[src/bb3_pkg.sv]
// shared types, constants and the reciprocal table for the 3x3 box blur
package bb3_pkg;

  localparam int MAX_WIDTH_DEF = 1024;

  localparam int CFG_IDX_W   = 2;
  localparam int CFG_DATA_W  = 12;
  localparam int FRAME_W_W   = 11;
  localparam int FRAME_H_W   = 12;

  localparam logic [CFG_IDX_W-1:0] REG_FRAME_WIDTH  = 2'd0;
  localparam logic [CFG_IDX_W-1:0] REG_FRAME_HEIGHT = 2'd1;

  localparam logic [FRAME_W_W-1:0] FRAME_WIDTH_RST  = 11'd1024;
  localparam logic [FRAME_H_W-1:0] FRAME_HEIGHT_RST = 12'd768;

  localparam int CHAN_W      = 8;
  localparam int SUM_W       = 12;
  localparam int CNT_W       = 4;
  localparam int DIV_X_W     = 13;
  localparam int RECIP_W     = 17;
  localparam int RECIP_SHIFT = 17;
  localparam int PROD_W      = DIV_X_W + RECIP_W;

  typedef struct packed {
    logic [CHAN_W-1:0] r;
    logic [CHAN_W-1:0] g;
    logic [CHAN_W-1:0] b;
  } rgb_t;

  typedef struct packed {
    logic [SUM_W-1:0] r;
    logic [SUM_W-1:0] g;
    logic [SUM_W-1:0] b;
  } sum_t;

  // ceil(2^17 / (2n)), exact for every numerator up to 2*9*255+9
  function automatic logic [RECIP_W-1:0] recip(input logic [CNT_W-1:0] n);
    logic [RECIP_W-1:0] m;
    case (n)
      4'd2:    m = 17'd32768;
      4'd3:    m = 17'd21846;
      4'd4:    m = 17'd16384;
      4'd5:    m = 17'd13108;
      4'd6:    m = 17'd10923;
      4'd7:    m = 17'd9363;
      4'd8:    m = 17'd8192;
      4'd9:    m = 17'd7282;
      default: m = 17'd65536;
    endcase
    return m;
  endfunction

endpackage

[src/bb3_mean.sv]
// rounded mean of three channel sums, by reciprocal multiplication
module bb3_mean (
  input  logic                      clk,
  input  bb3_pkg::sum_t             sums,
  input  logic [bb3_pkg::CNT_W-1:0] cnt,
  output bb3_pkg::rgb_t             mean
);

  logic [bb3_pkg::RECIP_W-1:0] m;
  logic [bb3_pkg::DIV_X_W-1:0] x_r, x_g, x_b;
  logic [bb3_pkg::PROD_W-1:0]  p_r, p_g, p_b;

  always_comb begin
    m   = bb3_pkg::recip(cnt);
    x_r = bb3_pkg::DIV_X_W'({sums.r, 1'b0}) + bb3_pkg::DIV_X_W'(cnt);
    x_g = bb3_pkg::DIV_X_W'({sums.g, 1'b0}) + bb3_pkg::DIV_X_W'(cnt);
    x_b = bb3_pkg::DIV_X_W'({sums.b, 1'b0}) + bb3_pkg::DIV_X_W'(cnt);
  end

  always_ff @(posedge clk) begin
    p_r <= bb3_pkg::PROD_W'(x_r) * bb3_pkg::PROD_W'(m);
    p_g <= bb3_pkg::PROD_W'(x_g) * bb3_pkg::PROD_W'(m);
    p_b <= bb3_pkg::PROD_W'(x_b) * bb3_pkg::PROD_W'(m);
  end

  assign mean.r = p_r[bb3_pkg::RECIP_SHIFT +: bb3_pkg::CHAN_W];
  assign mean.g = p_g[bb3_pkg::RECIP_SHIFT +: bb3_pkg::CHAN_W];
  assign mean.b = p_b[bb3_pkg::RECIP_SHIFT +: bb3_pkg::CHAN_W];

endmodule

[config.mk]
export PLATFORM = sky130hd
export DESIGN_NAME = bb3_mean
export DESIGN_NICKNAME = d
export VERILOG_FILES = /design/src/bb3_pkg.sv /design/src/bb3_mean.sv
export SDC_FILE = /design/constraint.sdc
export NUM_CORES = 1
export LEC_CHECK = 0
export ABC_CLOCK_PERIOD_IN_PS = 6100
export CAP_MARGIN = 5
export CORE_MARGIN = 2
export CORE_UTILIZATION = 50
export CTS_CLUSTER_DIAMETER = 120
export CTS_CLUSTER_SIZE = 24
export DETAILED_ROUTE_END_ITERATION = 12
export DONT_BUFFER_PORTS = 1
export GPL_TIMING_DRIVEN = 0
export HOLD_SLACK_MARGIN = 0.05
export PLACE_DENSITY_LB_ADDON = 0.05
export SLEW_MARGIN = 20
export SYNTH_ARGS = -nofsm -noshare
export SYNTH_HDL_FRONTEND = slang
export SYNTH_SLANG_ARGS = --single-unit
[constraint.sdc]
create_clock -name clk -period 6.1 [get_ports clk]
set_input_delay 0.305 -clock clk [delete_from_list [all_inputs] [get_ports clk]]
set_output_delay 0.305 -clock clk [all_outputs]
set_load 0.05 [all_outputs]
==> flow_metrics.tcl, run 1 <==
set metrics [dict create \
    status "finished with violations" \
    violations "setup timing" \
    crit_family "adder cells" \
    synth_cells 2180 \
    fin_cells 2740 \
    dp_hpwl_um 49400 \
    p_per_area_nw_per_um2 205 \
    ys_types 57 \
    synth_area_um2 18800 \
    via_per_inst 5.39 \
    synth_edf_count 0 \
    floorplan.rows 70 \
    cp_data_required_time_ps 6290 \
    ys.flop_type "dfxtp_1" \
    antenna_found_initial 1 \
    fin_util 0.595 \
    grt_pass1_vias 15600 \
    cp_max_fo 9 \
    hold_viol_final 0 \
    die_x_um 198 \
    path_class "input port to flip-flop" \
    critPathCaptureType "flip-flop" \
    hold_start "sums[23]" \
    tightest_slew_ps 970 \
    clk_path_buf_depth 2 \
    die-height_um 198 \
    grt_pass1_wl_um 92600 \
    routed-wl-met3_um 5100 \
    met2_length_um 28900 \
    port_buffers 0 \
    final.min_clock_period_ps 6120 \
    timing.final.ws_setup_ps -21.7 \
    hold_class "input port to flip-flop" \
    drc 0 \
    crit_start "cnt[1]" \
    cts-htree-levels 1 \
    synth_area_leader_cell "fa_1" \
    crit_buf_inv 6 \
    cpMostUsedCell "fa_1" \
    max_freq_ghz 0.163 \
    highest_layer "met5" \
    grt_use_total 0.327 \
    met1Wirelength_um 25100 \
    mostFrequentLayoutCell "inv_1" \
    fin_nets 2949 \
    insertedDiodeCount 0 \
    cp_slowest_cell "fa_1" \
    synth-async-reset-ratio 0 \
    syn2layout_area_growth_pct 16.7 \
    clk_pin_slew_worst_paths_ps 80 \
    start_util 0.510 \
    dp.cells 2648 \
    cts_tree "built" \
    setup_violations 1 \
    first_iter_violations 1101 \
    start_kind "input port" \
    numCtsBuffers 3 \
    postCtsHoldBufs 0 \
    cap_violations 0 \
    gp_congestion 0.996 \
    dr.pass1.iters 6 \
    rsz0062_at_grt "true" \
    syn-num-nets 2856 \
    yosys.area.top_type_share 0.503 \
    die_area_um2 39100 \
    syn_avg_cell_area_um2 8.60 \
    max_stage_delay_ps 570 \
    ios 65 \
    clkSinkCount 24 \
    arrival_ps 6310 \
    root_buffer "clkbuf_16" \
    ant_nets 0 \
    finalPower_mw 4.48 \
    layout-drive-gt1-share 0.151 \
    synth_area_leaders "fa_1 (50%), inv_1 (12%), ha_1 (11%), nand2_1 (7.7%), nor2_1 (3.5%)" \
    slew_headroom 0.351 \
    core_area_um2 36800 \
    wl_per_cell_um 22.3 \
    layout_common_cells "inv_1 (601), fa_1 (461), nand2_1 (361)" \
    worst_ir_drop_vdd_v 0.000403 \
    ys_ff_latch 24 \
    p_leak_nw 11.3 \
    tns_ps -21.7 \
    drt_wl_total_um 61100 \
    drv_slew 0 \
    vias 14800 \
    timing.hold.ws_ps 585 \
    grt_max_degree 14 \
    ys_seq_area_frac 0.0256 \
    period_share 1.00 \
    yosysWarnings 0 \
    overflow 0 \
]
final timing paths:
path         endpoint  cells past startpoint
min   p_g[24]$_DFF_P_                      4
max   p_g[23]$_DFF_P_                     27
sequential cells by signal (all words and copies together) (netlist names):
register,cells
p_b,8
p_g,8
p_r,8
cell type report:
cell class              count  area, um2
multi-input cells        1475      17100
fillers                  3317      14900
inverters                 613       2310
repair buffers             92        771
well taps                 468        586
plain buffers              64        543
flip-flops and latches     24        480
clock buffers               4       88.8
report_power, final:
part / switching (mW) / leakage [nW] / total, mW / internal [mW]
clock network: 0.0849 / 0.0442 / 0.186 / 0.102
logic: 2.13 / 11.0 / 3.70 / 1.57
registers: 0.331 / 0.202 / 0.592 / 0.260
total: 2.54 / 11.3 / 4.48 / 1.94
stage by stage:
step	cell area, um2	setup slack [ps]
after global placement	19400	-1910
after global routing	21900	-168
after detailed placement	19400	-1860
final	21900	-21.7
after floorplan	18800	2.53
after CTS	20800	-0.398
tightest hold or removal path, cell delays in order:
cell and delay [ps]:
xnor2_2 80, nand2_1 100, xnor3_1 270, xnor2_1 80
logic make-up after synthesis:
group / synth area share
buffers and inverters: 0.137
AND/OR/NAND/NOR: 0.143
adder cells (fa/ha/maj): 0.612
XOR/XNOR: 0.0486
AO/OA/AOI/OAI: 0.0337
flip-flops: 0.0256
what timing repair did:
action                                  in CTS  in global routing
gates cloned                                 1                  0
setup buffers                               39                 54
gates resized for setup                    226                169
endpoints found under the setup margin      24                 20
pin swaps                                   31                 76
synth_stat cells (all sizes together) (3+ instances only):
cell type / instances
buf: 5
a21o: 15
nand2: 384
xnor2: 63
nor3: 12
clkbuf: 63
inv: 613
nand2b: 4
nor3b: 3
a31o: 3
nand3: 11
and2: 28
a31oi: 3
nor2: 174
ha: 164
o21ai: 12
o211ai: 4
and3: 13
dfxtp: 24
o22ai: 4
xor2: 32
fa: 471
a21oi: 29
a211oi: 3
nand4: 7
routing by layer:
layer / global-route usage / vias up
li1: - / 6439
met1: 0.450 / 7630
met2: 0.536 / 601
met3: 0.0621 / 102
met4: 0.0802 / 2
met5: 0 / -
No activity file was read; power rests on OpenSTA's default activity.
==> inputs of run 2 (changes only) <==
Settings changed: CORE_UTILIZATION 50 to 35.
==> flow_metrics.tcl, run 2 (synthesis gave the netlist of run 1 again) <==
set metrics [dict create \
    p_comb_frac 0.826 \
    clk_pin_slew_worst_paths_ps 90 \
    p_per_area_nw_per_um2 202 \
    mostFrequentLayoutCell "inv_1" \
    cp_slowest_cell "fa_1" \
    layout_common_cells "inv_1 (605), fa_1 (460), nand2_1 (362)" \
    cp_max_fo 3 \
    drt_wl_total_um 64900 \
    met2_usage 0.401 \
    die-height_um 235 \
    postCtsHoldBufs 0 \
    crit_cells 26 \
    crit_buf_inv 7 \
    antenna_found_initial 2 \
    max_freq_ghz 0.164 \
    ios 65 \
    cp_data_required_time_ps 6340 \
    grt_pass1_vias 15700 \
    cts-htree-levels 1 \
    fin_nets 2942 \
    p_leak_nw 11.3 \
    syn2layout_area_growth_pct 19.4 \
    die_x_um 235 \
    reg.largest.list "p_b x8, p_g x8, p_r x8" \
    fin_util 0.425 \
    cpMostUsedCell "fa_1" \
    p_seq_frac 0.130 \
    path_class "input port to flip-flop" \
    max_stage_delay_ps 550 \
    critPathCaptureType "flip-flop" \
    floorplan.rows 84 \
    setup_violations 0 \
    tightest_slew_ps 1100 \
    fin_cells 2955 \
    dr.pass1.iters 5 \
    die_area_um2 55500 \
    hold_class "input port to flip-flop" \
    drc 0 \
    final.min_clock_period_ps 6080 \
    numCtsBuffers 3 \
    fill_cells 5370 \
    first_iter_violations 826 \
    p_switching_mw 2.57 \
    dp.cells 2869 \
    grt.met3_usage 0.0284 \
    p_sw_frac 0.569 \
    design_area_um2 22400 \
    cap_violations 0 \
    clkSinkCount 24 \
    rsz0062_at_grt "true" \
    crit_start "sums[12]" \
    gp_congestion 0.902 \
    wl_per_cell_um 22.0 \
    worst_ir_drop_vdd_v 0.000313 \
    cts_tree "built" \
    vias 14400 \
    critPathCapture "p_g[22]$_DFF_P_" \
    drv_slew 0 \
    use_met1 0.340 \
    hold_viol_final 0 \
    layout-drive-gt1-share 0.150 \
    start_util 0.356 \
    period_share 0.997 \
    root_buffer "clkbuf_16" \
    port_buffers 0 \
    grt_max_degree 16 \
    via_per_inst 4.86 \
    grt_use_total 0.243 \
    status "complete, no violations" \
    p_int_mw 1.95 \
    pwr-share-clk 0.044 \
    core_area_um2 52800 \
    start_kind "input port" \
    dp_hpwl_um 53900 \
    post_dp_cell_area_um2 19700 \
    clk_path_buf_depth 2 \
    grt_pass1_wl_um 98600 \
    grt_busiest_layer "met2" \
    arrival_ps 6320 \
    slew_headroom 0.267 \
    crit_family "adder cells" \
    overflow 0 \
    ant_nets 0 \
]
-- run 2: what timing repair did --
action	CTS	global route
pin swaps	47	80
resized for setup	266	146
setup endpoints to repair	24	20
buffers inserted	48	37
cloned	1	0
-- run 2: metal layers --
layer,routed length (um),up-vias
met5,0,-
met4,1620,0
met3,3330,66
met2,30900,413
met1,29000,7454
li1,-,6427
-- run 2: power groups by stage --
stage / clock network [mW] / logic (mW) / registers, mW
final: 0.199 / 3.73 / 0.588
after global routing: 0.208 / 4.31 / 0.594
after CTS: 0.206 / 3.50 / 0.590
after detailed placement: 0 / 3.24 / 0.593
after global placement: 0 / 3.24 / 0.595
after floorplan: 0 / 2.38 / 0.582
-- run 2: area by class of cell --
cell class / count / area (um2) / area share
multi-input cells: 1475 / 17300 / 0.772
inverters: 613 / 2310 / 0.103
flip-flops and latches: 24 / 480 / 0.0214
well taps: 688 / 861 / 0.0384
clock buffers: 4 / 88.8 / 0.00397
repair buffers: 86 / 778 / 0.0347
plain buffers: 63 / 579 / 0.0259
diodes: 2 / 5.00 / 0.000223
-- run 2: worst min path at each step --
stage / startpoint / endpoint / depth (start not counted)
global placement: p_g[24]$_DFF_P_ / mean[15] / 0
CTS: sums[23] / p_g[24]$_DFF_P_ / 4
detailed placement: p_r[19]$_DFF_P_ / mean[18] / 0
finish: sums[33] / p_r[24]$_DFF_P_ / 4
floorplan: p_b[17]$_DFF_P_ / mean[0] / 0
global route: sums[33] / p_r[24]$_DFF_P_ / 4
-- run 2: per-stage QoR --
| step | hold WS (ps) | setup slack, ps | setup TNS (ps) | power (mW) |
|---|---|---|---|---|
| global placement | 749 | -2210 | -39940 | 3.83 |
| detailed placement | 747 | -2400 | -41110 | 3.84 |
| floorplan | 745 | 2.53 | 0 | 2.96 |
| CTS | 577 | -9.30 | -9.30 | 4.29 |
| global route | 644 | -255 | -1490 | 5.11 |
| finish | 626 | 18.4 | 0 | 4.52 |
==> inputs of run 3 (changes only) <==
Settings changed: ABC_AREA from default to 1.
==> flow_metrics.tcl, run 3 <==
set metrics [dict create \
    dp_hpwl_um 61300 \
    dr.pass1.iters 5 \
    cts_tree "built" \
    die_area_um2 60100 \
    die-height_um 245 \
    die_x_um 245 \
    fill_cells 6256 \
    hold_class "input port to flip-flop" \
    syn_avg_cell_area_um2 7.58 \
    cts-htree-levels 1 \
    timing.final.ws_setup_ps 270 \
    worst_ir_drop_vdd_v 0.000333 \
    reg.largest.list "p_b x8, p_g x8, p_r x8" \
    cap_violations 0 \
    core_area_um2 57600 \
    via_per_inst 4.82 \
    min_delay_worst_endpoint "p_b[24]$_DFF_P_" \
    grt_use_total 0.247 \
    synth_cells 2685 \
    timing.hold.ws_ps 635 \
    final.min_clock_period_ps 5830 \
    synth-async-reset-ratio 0 \
    slew_headroom 0.283 \
    cp_data_required_time_ps 6330 \
    yosys-top-cells-count "inv_1 (748), nand2_1 (609), fa_1 (471)" \
    critPathCaptureType "flip-flop" \
    floorplan.rows 88 \
    period_share 0.956 \
    rsz0062_at_grt "true" \
    p_per_area_nw_per_um2 320 \
    numCtsBuffers 3 \
    drt_wl_total_um 71700 \
    fin_nets 3390 \
    port_buffers 0 \
    grt_pass1_wl_um 110000 \
    tns_ps 0 \
    vias 16800 \
    root_buffer "clkbuf_16" \
    tightest_slew_ps 1080 \
    design_area_um2 22200 \
    yosysMostFrequentCell "inv_1" \
    start_util 0.353 \
    max_freq_ghz 0.172 \
    synth_area_um2 20300 \
    synth_area_leader_cell "fa_1" \
    hold_start "sums[10]" \
    arrival_ps 6060 \
    setup_violations 0 \
    grt_pass1_vias 17800 \
    insertedDiodeCount 0 \
    ys.flop_type "dfxtp_1" \
    ys_types 50 \
    start_kind "input port" \
    antenna_found_initial 4 \
    cp_max_fo 12 \
    status "complete, no violations" \
    drc 0 \
    hold_viol_final 0 \
    ys_ff_latch 24 \
    yosys.area.top_type_share 0.463 \
    overflow 0 \
    cpMostUsedCell "nand2_1" \
    drv_slew 0 \
    mostFrequentLayoutCell "inv_1" \
    ys_seq_area_frac 0.0236 \
    cp_slowest_cell "fa_1" \
    grt_max_degree 15 \
    p_leak_nw 11.7 \
    max_stage_delay_ps 550 \
    layout_common_cells "inv_1 (734), nand2_1 (579), fa_1 (468)" \
    synth_area_leaders "fa_1 (46%), inv_1 (14%), nand2_1 (11%), ha_1 (10%), nor2_1 (5.0%)" \
    path_class "input port to flip-flop" \
    syn2layout_area_growth_pct 9.04 \
    clkSinkCount 24 \
    dp_slack_ps -1390 \
    syn-num-nets 3361 \
    gp_congestion 0.917 \
    min_path_cells 10 \
    yosysWarnings 0 \
    wl_per_cell_um 20.6 \
    post_dp_cell_area_um2 21300 \
    clk_pin_slew_worst_paths_ps 120 \
    synth_edf_count 0 \
    ant_nets 0 \
    first_iter_violations 921 \
    fin_util 0.385 \
    clk_path_buf_depth 2 \
    layout-drive-gt1-share 0.0811 \
    ios 65 \
]
==> run 3: cell types whose count changed in the layout (fill, tap and decap cells not counted), sizes merged, moves of 57 or more <==
| cell | change |
|---|---|
| buf | -61 |
| inv | +137 |
| nand2 | +239 |
| nand3 | +74 |
| nor2 | +101 |
| xnor2 | -57 |
==> run 3: layout make-up <==
class | count | area, um2 | share of cell area
multi-input combinational | 1842 | 17200 | 0.774
inverter | 758 | 2890 | 0.130
tap | 765 | 957 | 0.0431
sequential | 24 | 480 | 0.0217
buffer | 61 | 390 | 0.0176
timing repair buffer | 24 | 190 | 0.00857
clock buffer | 3 | 75.1 | 0.00338
clock inverter | 1 | 30.0 | 0.00135
==> run 3: worst max-delay path by stage <==
stage | from | endpoint | cells past startpoint
after floorplan | cnt[0] | p_b[23]$_DFF_P_ | 26
after CTS | cnt[1] | p_b[24]$_DFF_P_ | 30
after global placement | cnt[0] | p_g[24]$_DFF_P_ | 29
final | cnt[0] | p_g[24]$_DFF_P_ | 27
after global routing | cnt[1] | p_g[24]$_DFF_P_ | 32
after detailed placement | cnt[0] | p_g[24]$_DFF_P_ | 27
==> run 3: critical path, delay by kind of cell <==
family        cells  cell delay, ps
simple gates     12            1630
fa+ha+maj         7            3060
buf+inv           8            1030
==> run 3: per-layer routing <==
| metal | routed length [um] | track usage |
|---|---|---|
| met1 | 33200 | 0.353 |
| met2 | 33000 | 0.401 |
| met4 | 1540 | 0.0525 |
| met3 | 3880 | 0.0290 |
| met5 | 10 | 0 |
==> run 3: stage by stage <==
stage	power, mW	std cells
finish	7.09	3478
floorplan	4.90	2685
detailed placement	6.63	3450
global placement	6.65	3450
global route	8.08	3478
CTS	6.97	3457
==> run 3: power breakdown <==
group / switching (mW) / internal, mW / leakage, nW
Combinational: 4.00 / 2.23 / 11.4
Sequential: 0.326 / 0.278 / 0.202
Clock: 0.118 / 0.133 / 0.0511
Total: 4.45 / 2.64 / 11.7
==> run 3: repair_timing <==
item / 4_1_cts / 5_1_grt
buffers inserted: 4 / 20
hold buffers: 0 / 0
endpoints found under the setup margin: 24 / 16
pin swaps: 2 / 15
resized for setup: 87 / 140
cloned: 0 / 1
==> run 3: cell families after synthesis <==
| logic type | after synthesis | synth area share |
|---|---|---|
| xor+xnor | 27 | 0.0116 |
| flops | 24 | 0.0236 |
| fa+ha+maj | 635 | 0.564 |
| buf+inv | 820 | 0.152 |
| compound gates | 142 | 0.0402 |
| simple gates | 1037 | 0.208 |
